--- config.mk ---
export PLATFORM = sky130hd
export DESIGN_NAME = clipped_sprite_blitter_top
export DESIGN_NICKNAME = d
export VERILOG_FILES = /design/src/hw/rtl/csb_pkg.sv /design/src/hw/rtl/clipped_sprite_blitter_top.sv
export SDC_FILE = /design/constraint.sdc
export NUM_CORES = 1
export LEC_CHECK = 0
export BUFFER_PORTS_ARGS = -buffer_cell sky130_fd_sc_hd__buf_2
export CAP_MARGIN = 20
export CORE_MARGIN = 3
export CORE_UTILIZATION = 28
export DETAILED_ROUTE_END_ITERATION = 10
export PLACE_DENSITY_LB_ADDON = 0.15
export SLEW_MARGIN = 20
export SYNTH_ARGS = -nofsm -noshare
export SYNTH_HDL_FRONTEND = slang
export SYNTH_SLANG_ARGS = --single-unit
export TNS_END_PERCENT = 20
--- constraint.sdc ---
create_clock -name aclk -period 9.6 [get_ports aclk]
set_clock_uncertainty 0.05 [all_clocks]
set_input_delay 1.92 -clock aclk [delete_from_list [all_inputs] [get_ports aclk]]
set_output_delay 1.92 -clock aclk [all_outputs]
set_load 0.03 [all_outputs]
--- src/hw/rtl/csb_pkg.sv ---
`default_nettype none

package csb_pkg;

    // configuration port
    localparam int CFG_IDX_W  = 3;
    localparam int CFG_DATA_W = 32;

    typedef enum logic [CFG_IDX_W-1:0] {
        REG_FRAME_SIZE      = 3'd0,
        REG_FRAME_STRIDE    = 3'd1,
        REG_SPRITE_SIZE     = 3'd2,
        REG_SPRITE_POSITION = 3'd3,
        REG_CLIP_ORIGIN     = 3'd4,
        REG_CLIP_SIZE       = 3'd5,
        REG_BLIT_MODE       = 3'd6
    } cfg_reg_t;

    // blit_mode bits
    localparam int MODE_W           = 4;
    localparam int MODE_TRANSPARENT = 0;
    localparam int MODE_MIRROR_X    = 1;
    localparam int MODE_MIRROR_Y    = 2;
    localparam int MODE_CLIP        = 3;

    localparam int STRIDE_W = 12;
    localparam int EXT_W    = 16;   // one half of a packed size or position
    localparam int PIXEL_W  = 8;
    localparam int WADDR_W  = 24;

    // signed destination coordinate: 16-bit position plus up to 16-bit offset
    localparam int POS_W  = EXT_W + 2;
    // non-negative destination coordinate
    localparam int COORD_W = POS_W - 1;
    // row * stride + column
    localparam int PROD_W = COORD_W + STRIDE_W + 1;

    typedef struct packed {
        logic                 err;
        logic                 vis;
        logic                 last;
        logic [PIXEL_W-1:0]   pixel;
        logic [COORD_W-1:0]   addr_x;
        logic [COORD_W-1:0]   addr_y;
    } stage_t;

endpackage

`default_nettype wire

--- src/hw/rtl/clipped_sprite_blitter_top.sv ---
`default_nettype none

// Sprite blitter with color key and clipping. Sprite pixels (palette
// indices) stream in on the s_ channel in raster order; every pixel gives
// exactly one result on the m_ channel carrying a write enable, the linear
// framebuffer address (row * stride + column, wrapped to ADDR_BITS) and the
// pixel itself, with last_pixel marking the final pixel of the sprite.
// Horizontal and vertical mirroring, an optional clip rectangle and
// transparent key 0 are selected by blit_mode; framebuffer bounds always
// apply. An invalid configuration (zero sizes, stride below frame width,
// sprite larger than MAX_EXTENT) flags config_error, suppresses the write and
// restarts the sprite. Throughput is one pixel per clock unless m_ready is
// low; the first stage walks the source counters and does the clip compares,
// the second does the row * stride multiply-add into the output register.
// Configuration registers are written through the cfg_ port, which is
// always ready; write them only while no pixel is in flight.
module clipped_sprite_blitter_top #(
    parameter int MAX_EXTENT = 4095,
    parameter int ADDR_BITS  = 24
) (
    input  wire logic                           aclk,
    input  wire logic                           aresetn,

    // configuration write channel
    input  wire logic                           cfg_valid,
    output logic                                cfg_ready,
    input  wire logic [csb_pkg::CFG_IDX_W-1:0]  cfg_index,
    input  wire logic [csb_pkg::CFG_DATA_W-1:0] cfg_data,

    // sprite pixel input
    input  wire logic                           s_valid,
    output logic                                s_ready,
    input  wire logic [csb_pkg::PIXEL_W-1:0]    s_source_pixel,

    // framebuffer write results
    output logic                                m_valid,
    input  wire logic                           m_ready,
    output logic                                m_write_enable,
    output logic [csb_pkg::WADDR_W-1:0]         m_write_address,
    output logic [csb_pkg::PIXEL_W-1:0]         m_write_pixel,
    output logic                                m_last_pixel,
    output logic                                m_config_error
);

    import csb_pkg::*;

    // source counters only ever hold values below MAX_EXTENT
    localparam int CNT_W = $clog2(MAX_EXTENT);
    localparam logic [EXT_W-1:0] MAX_EXT_V = EXT_W'(MAX_EXTENT);
    localparam logic [31:0] ADDR_MASK = 32'((64'd1 << ADDR_BITS) - 64'd1);

    // ------------------------------------------------------------------
    // configuration registers
    // ------------------------------------------------------------------
    logic [CFG_DATA_W-1:0] frame_size_reg;
    logic [STRIDE_W-1:0]   frame_stride_reg;
    logic [CFG_DATA_W-1:0] sprite_size_reg;
    logic [CFG_DATA_W-1:0] sprite_position_reg;
    logic [CFG_DATA_W-1:0] clip_origin_reg;
    logic [CFG_DATA_W-1:0] clip_size_reg;
    logic [MODE_W-1:0]     blit_mode_reg;

    assign cfg_ready = 1'b1;

    always_ff @(posedge aclk) begin
        if (!aresetn) begin
            frame_size_reg      <= '0;
            frame_stride_reg    <= '0;
            sprite_size_reg     <= '0;
            sprite_position_reg <= '0;
            clip_origin_reg     <= '0;
            clip_size_reg       <= '0;
            blit_mode_reg       <= '0;
        end else if (cfg_valid && cfg_ready) begin
            case (cfg_index)
                REG_FRAME_SIZE:      frame_size_reg      <= cfg_data;
                REG_FRAME_STRIDE:    frame_stride_reg    <= cfg_data[STRIDE_W-1:0];
                REG_SPRITE_SIZE:     sprite_size_reg     <= cfg_data;
                REG_SPRITE_POSITION: sprite_position_reg <= cfg_data;
                REG_CLIP_ORIGIN:     clip_origin_reg     <= cfg_data;
                REG_CLIP_SIZE:       clip_size_reg       <= cfg_data;
                REG_BLIT_MODE:       blit_mode_reg       <= cfg_data[MODE_W-1:0];
                default: begin
                    // writes beyond the register list are dropped
                end
            endcase
        end
    end

    // ------------------------------------------------------------------
    // pipeline handshake: stage 1 register, then the output register
    // ------------------------------------------------------------------
    logic   st1_valid_reg;
    stage_t st1_reg;
    logic   out_advance;
    logic   st1_advance;
    logic   in_xfer;

    assign out_advance = !m_valid || m_ready;
    assign st1_advance = out_advance;
    assign s_ready     = !st1_valid_reg || st1_advance;
    assign in_xfer     = s_valid && s_ready;

    // ------------------------------------------------------------------
    // stage 1: source counters, destination position, visibility
    // ------------------------------------------------------------------
    logic [CNT_W-1:0] col_reg, row_reg;
    logic [CNT_W-1:0] col_next, row_next;

    logic [EXT_W-1:0] fw, fh, sw, sh;
    logic             err_c;
    logic             out_of_range;
    logic [CNT_W-1:0] col_eff, row_eff;
    logic [EXT_W-1:0] sc, sr;
    logic             col_at_end, row_at_end, last_c;

    logic signed [POS_W-1:0] dx, dy;
    logic signed [POS_W-1:0] clip_x0, clip_y0, clip_x1, clip_y1;
    logic                    in_frame, in_clip, keyed, vis_c;
    stage_t                  st1_next;

    always_comb begin
        fw = frame_size_reg[EXT_W-1:0];
        fh = frame_size_reg[2*EXT_W-1:EXT_W];
        sw = sprite_size_reg[EXT_W-1:0];
        sh = sprite_size_reg[2*EXT_W-1:EXT_W];

        err_c = (fw == '0) || (fh == '0) || (sw == '0) || (sh == '0)
             || (EXT_W'(frame_stride_reg) < fw)
             || (sw > MAX_EXT_V) || (sh > MAX_EXT_V);

        // a shrunk sprite restarts the walk at the origin
        out_of_range = (EXT_W'(col_reg) >= sw) || (EXT_W'(row_reg) >= sh);
        col_eff = out_of_range ? '0 : col_reg;
        row_eff = out_of_range ? '0 : row_reg;

        sc = blit_mode_reg[MODE_MIRROR_X] ? (sw - EXT_W'(1) - EXT_W'(col_eff))
                                          : EXT_W'(col_eff);
        sr = blit_mode_reg[MODE_MIRROR_Y] ? (sh - EXT_W'(1) - EXT_W'(row_eff))
                                          : EXT_W'(row_eff);

        dx = POS_W'($signed(sprite_position_reg[EXT_W-1:0])) + $signed(POS_W'(sc));
        dy = POS_W'($signed(sprite_position_reg[2*EXT_W-1:EXT_W]))
           + $signed(POS_W'(sr));

        in_frame = !dx[POS_W-1] && !dy[POS_W-1]
                && (dx < $signed(POS_W'(fw))) && (dy < $signed(POS_W'(fh)));

        clip_x0 = POS_W'($signed(clip_origin_reg[EXT_W-1:0]));
        clip_y0 = POS_W'($signed(clip_origin_reg[2*EXT_W-1:EXT_W]));
        clip_x1 = clip_x0 + $signed(POS_W'(clip_size_reg[EXT_W-1:0]));
        clip_y1 = clip_y0 + $signed(POS_W'(clip_size_reg[2*EXT_W-1:EXT_W]));
        in_clip = !blit_mode_reg[MODE_CLIP]
               || ((dx >= clip_x0) && (dx < clip_x1) && (dy >= clip_y0) && (dy < clip_y1));

        // color key: index zero is see-through in transparent mode
        keyed = blit_mode_reg[MODE_TRANSPARENT] && (s_source_pixel == '0);
        vis_c = in_frame && in_clip && !keyed;

        col_at_end = (EXT_W'(col_eff) == sw - EXT_W'(1));
        row_at_end = (EXT_W'(row_eff) == sh - EXT_W'(1));
        last_c     = col_at_end && row_at_end;

        if (err_c || last_c) begin
            col_next = '0;
            row_next = '0;
        end else if (col_at_end) begin
            col_next = '0;
            row_next = row_eff + CNT_W'(1);
        end else begin
            col_next = col_eff + CNT_W'(1);
            row_next = row_eff;
        end

        st1_next.err   = err_c;
        st1_next.vis   = vis_c && !err_c;
        st1_next.last  = last_c && !err_c;
        st1_next.pixel = s_source_pixel;
        // left of or above the framebuffer the address collapses to zero
        if (!dx[POS_W-1] && !dy[POS_W-1]) begin
            st1_next.addr_x = dx[COORD_W-1:0];
            st1_next.addr_y = dy[COORD_W-1:0];
        end else begin
            st1_next.addr_x = '0;
            st1_next.addr_y = '0;
        end
    end

    always_ff @(posedge aclk) begin
        if (!aresetn) begin
            col_reg       <= '0;
            row_reg       <= '0;
            st1_valid_reg <= 1'b0;
        end else begin
            if (in_xfer) begin
                col_reg <= col_next;
                row_reg <= row_next;
            end
            if (s_ready) begin
                st1_valid_reg <= s_valid;
            end
        end
    end

    always_ff @(posedge aclk) begin
        if (in_xfer) begin
            st1_reg <= st1_next;
        end
    end

    // ------------------------------------------------------------------
    // stage 2: row * stride + column into the output register
    // ------------------------------------------------------------------
    logic [PROD_W-1:0] addr_full;
    logic [31:0]       addr_wrapped;

    always_comb begin
        addr_full = PROD_W'(st1_reg.addr_y) * PROD_W'(frame_stride_reg)
                  + PROD_W'(st1_reg.addr_x);
        addr_wrapped = 32'(addr_full) & ADDR_MASK;
    end

    logic                 m_valid_reg;
    logic                 m_write_enable_reg;
    logic [WADDR_W-1:0]   m_write_address_reg;
    logic [PIXEL_W-1:0]   m_write_pixel_reg;
    logic                 m_last_pixel_reg;
    logic                 m_config_error_reg;

    always_ff @(posedge aclk) begin
        if (!aresetn) begin
            m_valid_reg <= 1'b0;
        end else if (out_advance) begin
            m_valid_reg <= st1_valid_reg;
        end
    end

    always_ff @(posedge aclk) begin
        if (out_advance && st1_valid_reg) begin
            m_write_enable_reg <= st1_reg.vis;
            m_last_pixel_reg   <= st1_reg.last;
            m_config_error_reg <= st1_reg.err;
            // invalid configuration zeroes the payload
            if (st1_reg.err) begin
                m_write_address_reg <= '0;
                m_write_pixel_reg   <= '0;
            end else begin
                m_write_address_reg <= addr_wrapped[WADDR_W-1:0];
                m_write_pixel_reg   <= st1_reg.pixel;
            end
        end
    end

    assign m_valid         = m_valid_reg;
    assign m_write_enable  = m_write_enable_reg;
    assign m_write_address = m_write_address_reg;
    assign m_write_pixel   = m_write_pixel_reg;
    assign m_last_pixel    = m_last_pixel_reg;
    assign m_config_error  = m_config_error_reg;

endmodule

`default_nettype wire
Yosys cells after proc, flatten, opt, wreduce, memory -nomap -nowiden
Cells that the tools add are included.

storage, ports and cells
  bits of input ports = 48
  logic and storage cells = 106
  output and inout port bits = 38
  register bits after elaboration = 282

cells by class
  reduce and logical (&&, ||, !) cells = 45
  add/sub/neg operators = 11
  $lt $le $gt $ge = 11
  muxes and demuxes = 8
  multipliers = 1
  equality and inequality tests = 8

operator list
  cell                   number
  $add 16x17->18         4
  $mux 12                6
  $logic_not 16->1       4
  $ge 18x16->1           2
  $lt 18x17->1           2
  $lt 18x18->1           2
  $eq 12x16->1           2
  $ge 12x16->1           2
  $gt 16x12->1 const B   2
  $mux 16                2
  $sub 16x1->16 const B  2
  $sub 16x12->16         2
  $add 12x1->12 const B  2
  $add 24x17->24         1
  $mul 17x12->24         1
  $lt 12x16->1           1
  $logic_and 1x1->1      14
  $reduce_and 2->1       7
  $logic_or 1x1->1       11
  $eq 3x3->1 const B     3
  $logic_not 8->1        1
  $logic_not 1->1        7
  $eq 3x2->1 const B     2
  $eq 3x1->1 const B     1
  $logic_not 3->1        1

Depth between registers and ports, before layout
Gate-level depths: netlist of run 1.

  depth after elaboration = 14
  gate-level depth with buffers = 41
  mapped depth without buffers = 40

Worst setup path before layout of run 1
No wires, ideal clock.

  path kind = reg-to-reg
  start point = reg row_reg[0]
  end point = reg st1_reg[43] (netlist bit) (data pin)
  library setup time = 0.207 ns
  stages on the path, launching flop included = 41
  arrival = 7.618 ns
  path buffers = 1
  required time = 9.343 ns
  path slack = 1.725 ns
  clock period less this slack = 7.875 ns
  path through = dfxtp_1 > inv_1 > ha_1 > nand2b_1 > a21o_1 > a21o_1 > a2111oi_0 > o41ai_1 > a21oi_2 > clkbuf_1 > nand2_1 > inv_1 > ha_1 > inv_1 > fa_1 > nand2_1 > nand2_1 > a21o_1 > [... 5 more ...] > o21ai_0 > ha_1 > o21ai_0 > a21oi_1 > nor2_1 > inv_1 > a31oi_1 > xor2_1 > ha_1 > a2111o_1 > nand2_1 > o221ai_1 > o31a_1 > a2111o_1 > o31ai_1 > o211ai_1 > or4_1 > a2111oi_0

RTL lines
  element                 RTL line                           text
  from (decl)             clipped_sprite_blitter_top.sv:107  logic [CNT_W-1:0] col_reg, row_reg;
  from (signal assigned)  clipped_sprite_blitter_top.sv:197  row_reg <= row_next;
  to (signal assigned)    clipped_sprite_blitter_top.sv:207  st1_reg <= st1_next;
  to (decl)               clipped_sprite_blitter_top.sv:94   stage_t st1_reg;

==> out/summary.txt, run 1 <==
status: complete, no violations
share of layout cells above drive strength 1: 6.717%
Hold Buf Count CTS: 0
Starting Density: 28.54%
Clock Latency Late Sink: 0.58 ns
floorplan row count: 108
max_cap viols: 0
Die W: 304.8 um
worst endpoint required time: 9.88 ns
Post-Syn Area: 24990 sq um
Largest register FFs: 45
Cells after Synth: 3005
syn_nets: 3497
Crit path arrival time: 9.01 ns
Die Span Y: 304.8 um
antenna violations before repair: 1
I/O Pins: 86
DRT antenna net count: 0
Max stage delay cell, worst path: or4_1
DRC violations left: 0
# nets final: 3529
area of the die: 92870 sq um
post_cts resized: 0
Setup CP Type: register to register
Slew @ Worst Pin: 1.212 ns
post-CTS setup-driven buffer insertion count: 0
#FFs+latches synth: 282
hold crit path type: register to register
Period Utilization, post-route: 90.95%
synth warn: 0
hpwl dp: 60400 um
Peak supply drop: 105.9 uV
Worst-path clk slew: 0.06 ns
Placer Congestion: 0.8616
slowest stage delay, CP: 0.56 ns
# diodes: 0
R2R cell count: 32
Longest Clk Path Bufs: 3
Syn Area/Cell: 8.316 sq um
CP most frequent cell: ha_1
Layout fillers: 9390
CTS tree: built
CP Launch Type: register
Fmax: 114.5 MHz
Main synth FF type: dfxtp_1
nature of the critical path endpoint: register
Sink Count: 282
DR WL/cell: 18.49 um
most frequent cells in the layout: 589 x nand2_1, 288 x inv_1, 280 x ha_1, 268 x a21oi_1, 202 x dfxtp_1
EDFF count, synth: 80
largest net degree at the start of global routing: 110
vias in the first global route: 20.40k
PortBufs: 84
Inserted Clock Buffers: 39
DR iter-0 viols: 1073
total power: 3.402 mW
Pleak: 11.78 nW
FF/Latch Area: 6446 sq um
Tot GR Track Use: 16.63%
TNS Setup: 0 ns
area used by multi-input combinational logic: 17010 sq um
Synth async-reset ratio: 0%
RSZ-0062 raised after global routing: no
via count: 20.26k
Final Setup Violations: 0
DRT Pass-1 Iters: 5
final number of max-transition violations: 0
WL final: 78080 um
Power Dens Cells: 121.9 nW/um^2
most common cell after layout, fill and taps aside: nand2_1
routed vias/inst: 4.798
Seq/Total Area, Yosys: 25.79%
Core Box Area: 87560 sq um
Slew headroom: 18.63%
Area growth syn-to-layout: 11.71%
root buffer cell: clkbuf_16
Fin. Hold Viols: 0
Min Clock Period, post-route: 8.731 ns
Overflow after GRT: 0
CP max FO: 32
cell depth of the worst hold path: 0
H-tree levels: 2
first-pass GRT wire length: 121900 um
count of cell types in the netlist: 82
critical path, delay by kind of cell, from the launching register on:
family / cells / cell delay, ns
AOI/OAI and AO/OA: 18 / 3.96
xor gates and xnor gates: 1 / 0.42
adders and majority gates: 4 / 1.26
buffers and inverters: 1 / 0.39
DFF: 1 / 0.44
and+or+nand+nor: 8 / 1.96
synth_stat cells (7+ instances only):
library cell | count | area, sq um
mux2i_1 | 9 | 90.09
nor4_1 | 19 | 118.9
a2111oi_0 | 10 | 87.58
nand2b_1 | 25 | 156.4
ha_1 | 280 | 3503
dfxtp_1 | 202 | 4044
a21oi_1 | 268 | 1341
nor2b_1 | 41 | 256.5
a211oi_1 | 24 | 180.2
nor2_1 | 130 | 488.0
xor2_1 | 35 | 306.5
a31oi_1 | 12 | 75.07
o21bai_1 | 10 | 75.07
nand3_1 | 51 | 255.2
nand2_1 | 590 | 2215
o21ai_0 | 82 | 410.4
nor3b_1 | 8 | 60.06
inv_1 | 288 | 1081
a211o_1 | 10 | 87.58
nand4_1 | 34 | 212.7
a21o_1 | 62 | 465.5
nor3_1 | 62 | 310.3
o31ai_1 | 9 | 67.56
edfxtp_1 | 80 | 2402
o31a_1 | 8 | 70.07
a21boi_0 | 7 | 52.55
or2_2 | 9 | 56.30
clkbuf_1 | 113 | 424.2
and2_1 | 104 | 650.6
and3_1 | 18 | 112.6
o21a_1 | 12 | 90.09
fa_1 | 164 | 3283
o211ai_1 | 11 | 82.58
or3_1 | 20 | 125.1
o2111ai_1 | 10 | 87.58
xnor2_1 | 87 | 762.0
where the power goes:
part	internal (mW)	switching, mW	leakage (nW)
clock network	0.897	0.604	0.623
registers	1.26	0.0425	2.43
logic	0.225	0.376	8.72
logic make-up after synthesis:
| family | after synthesis | share of synthesized area, % |
|---|---|---|
| adders and majority gates | 447 | 27.28 |
| other | 1 | 0.01501 |
| muxes | 10 | 0.4056 |
| DFF | 282 | 25.79 |
| buffers and inverters | 410 | 6.233 |
| xor gates and xnor gates | 122 | 4.276 |
| AOI/OAI and AO/OA | 593 | 14.88 |
| and+or+nand+nor | 1140 | 21.12 |
routing by layer:
metal | GRT usage (%) | wire length, um | vias up | part of all wire [%]
met5 | 0 | 0 | - | 0
met4 | 5.391 | 2362 | 0 | 3.0
met3 | 2.528 | 3078 | 88 | 3.9
met2 | 26.94 | 35240 | 335 | 45
met1 | 22.72 | 37400 | 9562 | 48
li1 | - | - | 10274 | -
area by class of cell:
cell class / count / share of cell area [%]
Sequential cell: 282 / 23.09
Clock buffer: 56 / 4.016
Multi-Input combinational cell: 2313 / 60.93
Timing Repair Buffer: 110 / 2.205
Tap cell: 1155 / 5.177
Inverter: 291 / 3.931
Clock inverter: 15 / 0.6499
path summary, 6_finish.rpt:
kind	from	endpoint	slack (ns)
max reg2reg	sprite_size_reg[16]$_SDFFE_PN0P_	st1_reg[43]$_DFFE_PP_	0.87
min	st1_reg[42]$_DFFE_PP_	m_last_pixel$_DFFE_PP_	0.37
max	sprite_size_reg[16]$_SDFFE_PN0P_	st1_reg[43]$_DFFE_PP_	0.87
min reg2reg	st1_reg[42]$_DFFE_PP_	m_last_pixel$_DFFE_PP_	0.37
through the flow:
stage	setup slack [ns]	instance area, sq um	instances	utilization, %	hold WS [ns]
detailed placement	1.055	26610	4151	30.39	0.3679
global route	0.2413	27920	4222	31.88	0.3707
floorplan	1.725	24990	3005	-	0.3503
finish	0.8691	27920	4222	31.88	0.3735
global placement	1.200	26610	4151	30.39	0.3539
CTS	0.9811	27920	4222	31.88	0.3694
Note: power is estimated with default switching activity, not from simulation.
==> run 2: changes to the inputs <==
==> constraint.sdc (replaced) <==
create_clock -name aclk -period 8.2 [get_ports aclk]
set_clock_uncertainty 0.05 [all_clocks]
set_input_delay 1.64 -clock aclk [delete_from_list [all_inputs] [get_ports aclk]]
set_output_delay 1.64 -clock aclk [all_outputs]
set_load 0.03 [all_outputs]
==> out/summary.txt, run 2 (synthesis results as in run 1) <==
Fin. Hold Viols: 0 (unchanged)
Inserted Clock Buffers: 39 (unchanged)
nature of the critical path endpoint: register
DRC violations left: 0 (unchanged)
final number of max-transition violations: 0 (unchanged)
Max stage delay cell, worst path: or4_1
hold crit path type: register to register
hpwl dp: 61750 um (+2.2%)
Setup CP Type: register to register
switching share of total power: 29.97% (-0.097 points)
Sink Count: 282 (unchanged)
DRT antenna net count: 0 (unchanged)
WP depth: 40 (+25%)
H-tree levels: 2 (unchanged)
cell depth of the worst hold path: 0 (unchanged)
largest net degree at the start of global routing: 89 (-19%)
Clk pwr share: 44.2% (about the same)
I/O Pins: 86 (unchanged)
Overflow after GRT: 0 (unchanged)
Area growth syn-to-layout: 15.47%
Slew @ Worst Pin: 1.058 ns (-0.1537 ns)
area of the die: 92870 sq um (unchanged)
Placer Congestion: 0.8798 (+2.1%)
most frequent cells in the layout: 589 x nand2_1, 288 x inv_1, 276 x ha_1, 263 x a21oi_1, 202 x dfxtp_1
Power Dens Cells: 140.8 nW/um^2 (+16%)
most common cell after layout, fill and taps aside: nand2_1
Tot GR Track Use: 16.68% (+0.045 points)
Fmax: 129.3 MHz (+13%)
Pint: 2.845 mW (+20%)
Core Box Area: 87560 sq um (unchanged)
Pleak: 12.31 nW (+4.5%)
Die W: 304.8 um (unchanged)
DR iter-0 viols: 968 (-9.8%)
WL final: 78610 um (+0.68%)
Longest Clk Path Bufs: 3 (unchanged)
Peak supply drop: 122.4 uV (+16%)
Final Setup Violations: 0 (unchanged)
first-pass GRT wire length: 122400 um (+0.48%)
CP bufs+invs: 4 (+3)
max_cap viols: 0 (unchanged)
crit-path leading delay family: compound AO/OA/AOI/OAI gates
CTS tree: built
Combinational Power Share: 18.4% (+0.7 points)
floorplan row count: 108 (unchanged)
Hold Buf Count CTS: 0 (unchanged)
Placed Cells: 4231 (+1.9%)
antenna violations before repair: 4 (+3)
Clock Latency Late Sink: 0.57 ns (about the same)
DR WL/cell: 18.24 um (-1.4%)
CP max FO: 5 (-84%)
Largest register FFs: 45 (unchanged)
FF-to-FF setup slack: 0.46 ns (-0.41 ns)
Slew headroom: 28.92% (+10 points)
NetSw: 1.218 mW (+19%)
DRT Pass-1 Iters: 7 (+2)
sequential share of power: 37.3% (-0.9 points)
routed vias/inst: 4.795 (about the same)
vias in the first global route: 20.70k (+1.4%)
Min Clock Period, post-route: 7.736 ns (-0.9950 ns)
Final Instance Count excl. Fillers: 4310 (+2.1%)
# nets final: 3616 (+2.5%)
Worst-path clk slew: 0.06 ns (about the same)
R2R cell count: 40 (+25%)
via count: 20.67k (+2.0%)
Crit path arrival time: 8.06 ns (-0.95 ns)
status: complete, no violations
slowest stage delay, CP: 0.42 ns (-0.14 ns)
Starting Density: 28.54% (unchanged)
share of layout cells above drive strength 1: 10.74% (+4.0 points)
worst endpoint required time: 8.52 ns (-1.36 ns)
Period Utilization, post-route: 94.34% (+3.4 points)
# diodes: 0 (unchanged)
Die Span Y: 304.8 um (unchanged)
CP Launch Type: register
Finished Core Util: 32.95% (+1.1 points)
CP most frequent cell: nand2_1
root buffer cell: clkbuf_16
PortBufs: 84 (unchanged)
[run 2: changes by cell type in the layout (fill, tap and decap cells not counted), moves of 4 or more]
cell | before | now
a211oi_1 | 24 | 20
a21oi_2 | 1 | 6
o21ai_1 | 1 | 6
o21ai_0 | 82 | 70
ha_1 | 280 | 276
o21ai_2 | 0 | 7
ha_2 | 0 | 4
a21oi_1 | 268 | 263
buf_4 | 26 | 111
[run 2: cell type report]
| class | instances | area, sq um |
|---|---|---|
| inverters | 291 | 1097 |
| clock buffers | 55 | 1149 |
| clock inverters | 17 | 203.9 |
| fillers | 9274 | 58710 |
| flip-flops and latches | 282 | 6446 |
| repair buffers | 197 | 1276 |
| multi-input cells | 2313 | 17240 |
| well taps | 1155 | 1445 |
[run 2: path summary, 6_finish.rpt]
| check | end | from |
|---|---|---|
| setup / recovery | st1_reg[43]$_DFFE_PP_ | row_reg[0]$_SDFFE_PN0P_ |
| hold / removal | m_write_enable$_DFFE_PP_ | st1_reg[43]$_DFFE_PP_ |
| setup reg to reg | st1_reg[43]$_DFFE_PP_ | row_reg[0]$_SDFFE_PN0P_ |
| hold reg to reg | m_write_enable$_DFFE_PP_ | st1_reg[43]$_DFFE_PP_ |
[run 2: what timing repair did]
| action | in CTS | in global routing |
|---|---|---|
| pin swaps | 1 | 26 |
| setup buffers | 1 | 6 |
| endpoints found under the setup margin | 1 | 1 |
| gates resized for setup | 2 | 63 |
[run 2: worst reg2reg max path: cells and delay by family (launching register included)]
kind / cells / cell delay, ns
AOI/OAI and AO/OA: 18 / 3.70
adders and majority gates: 5 / 1.34
and+or+nand+nor: 11 / 1.34
xor gates and xnor gates: 2 / 0.40
buffers and inverters: 4 / 0.34
DFF: 1 / 0.33
[run 2: power groups by stage]
stage	sequential, mW	clock [mW]	combinational (mW)
2_1_floorplan	1.53	0	0.489
3_3_place_gp	1.55	0	0.740
3_5_place_dp	1.55	0	0.736
4_1_cts	1.52	1.86	0.739
5_1_grt	1.52	1.90	0.840
6_report	1.52	1.80	0.748
[run 2: through the flow]
| stage | power (mW) | hold WS (ns) | worst slack (ns) | cell area, sq um | setup TNS [ns] |
|---|---|---|---|---|---|
| after floorplan | 2.021 | 0.3503 | 0.3252 | 24990 | 0 |
| after CTS | 4.120 | 0.3691 | 0.01480 | 28580 | 0 |
| after global routing | 4.267 | 0.3834 | -0.01962 | 28860 | -0.01962 |
| final | 4.063 | 0.3742 | 0.4641 | 28860 | 0 |
| after global placement | 2.288 | 0.3561 | 0.03492 | 27210 | 0 |
| after detailed placement | 2.284 | 0.3545 | -0.007439 | 27210 | -0.007439 |
[run 2: routing by layer]
metal	up-vias	wire (um)	global-route usage [%]
met5	-	0	0
met2	345	35790	27.25
met4	0	2422	5.167
met3	93	2780	2.160
li1	10455	-	-
met1	9772	37610	22.91
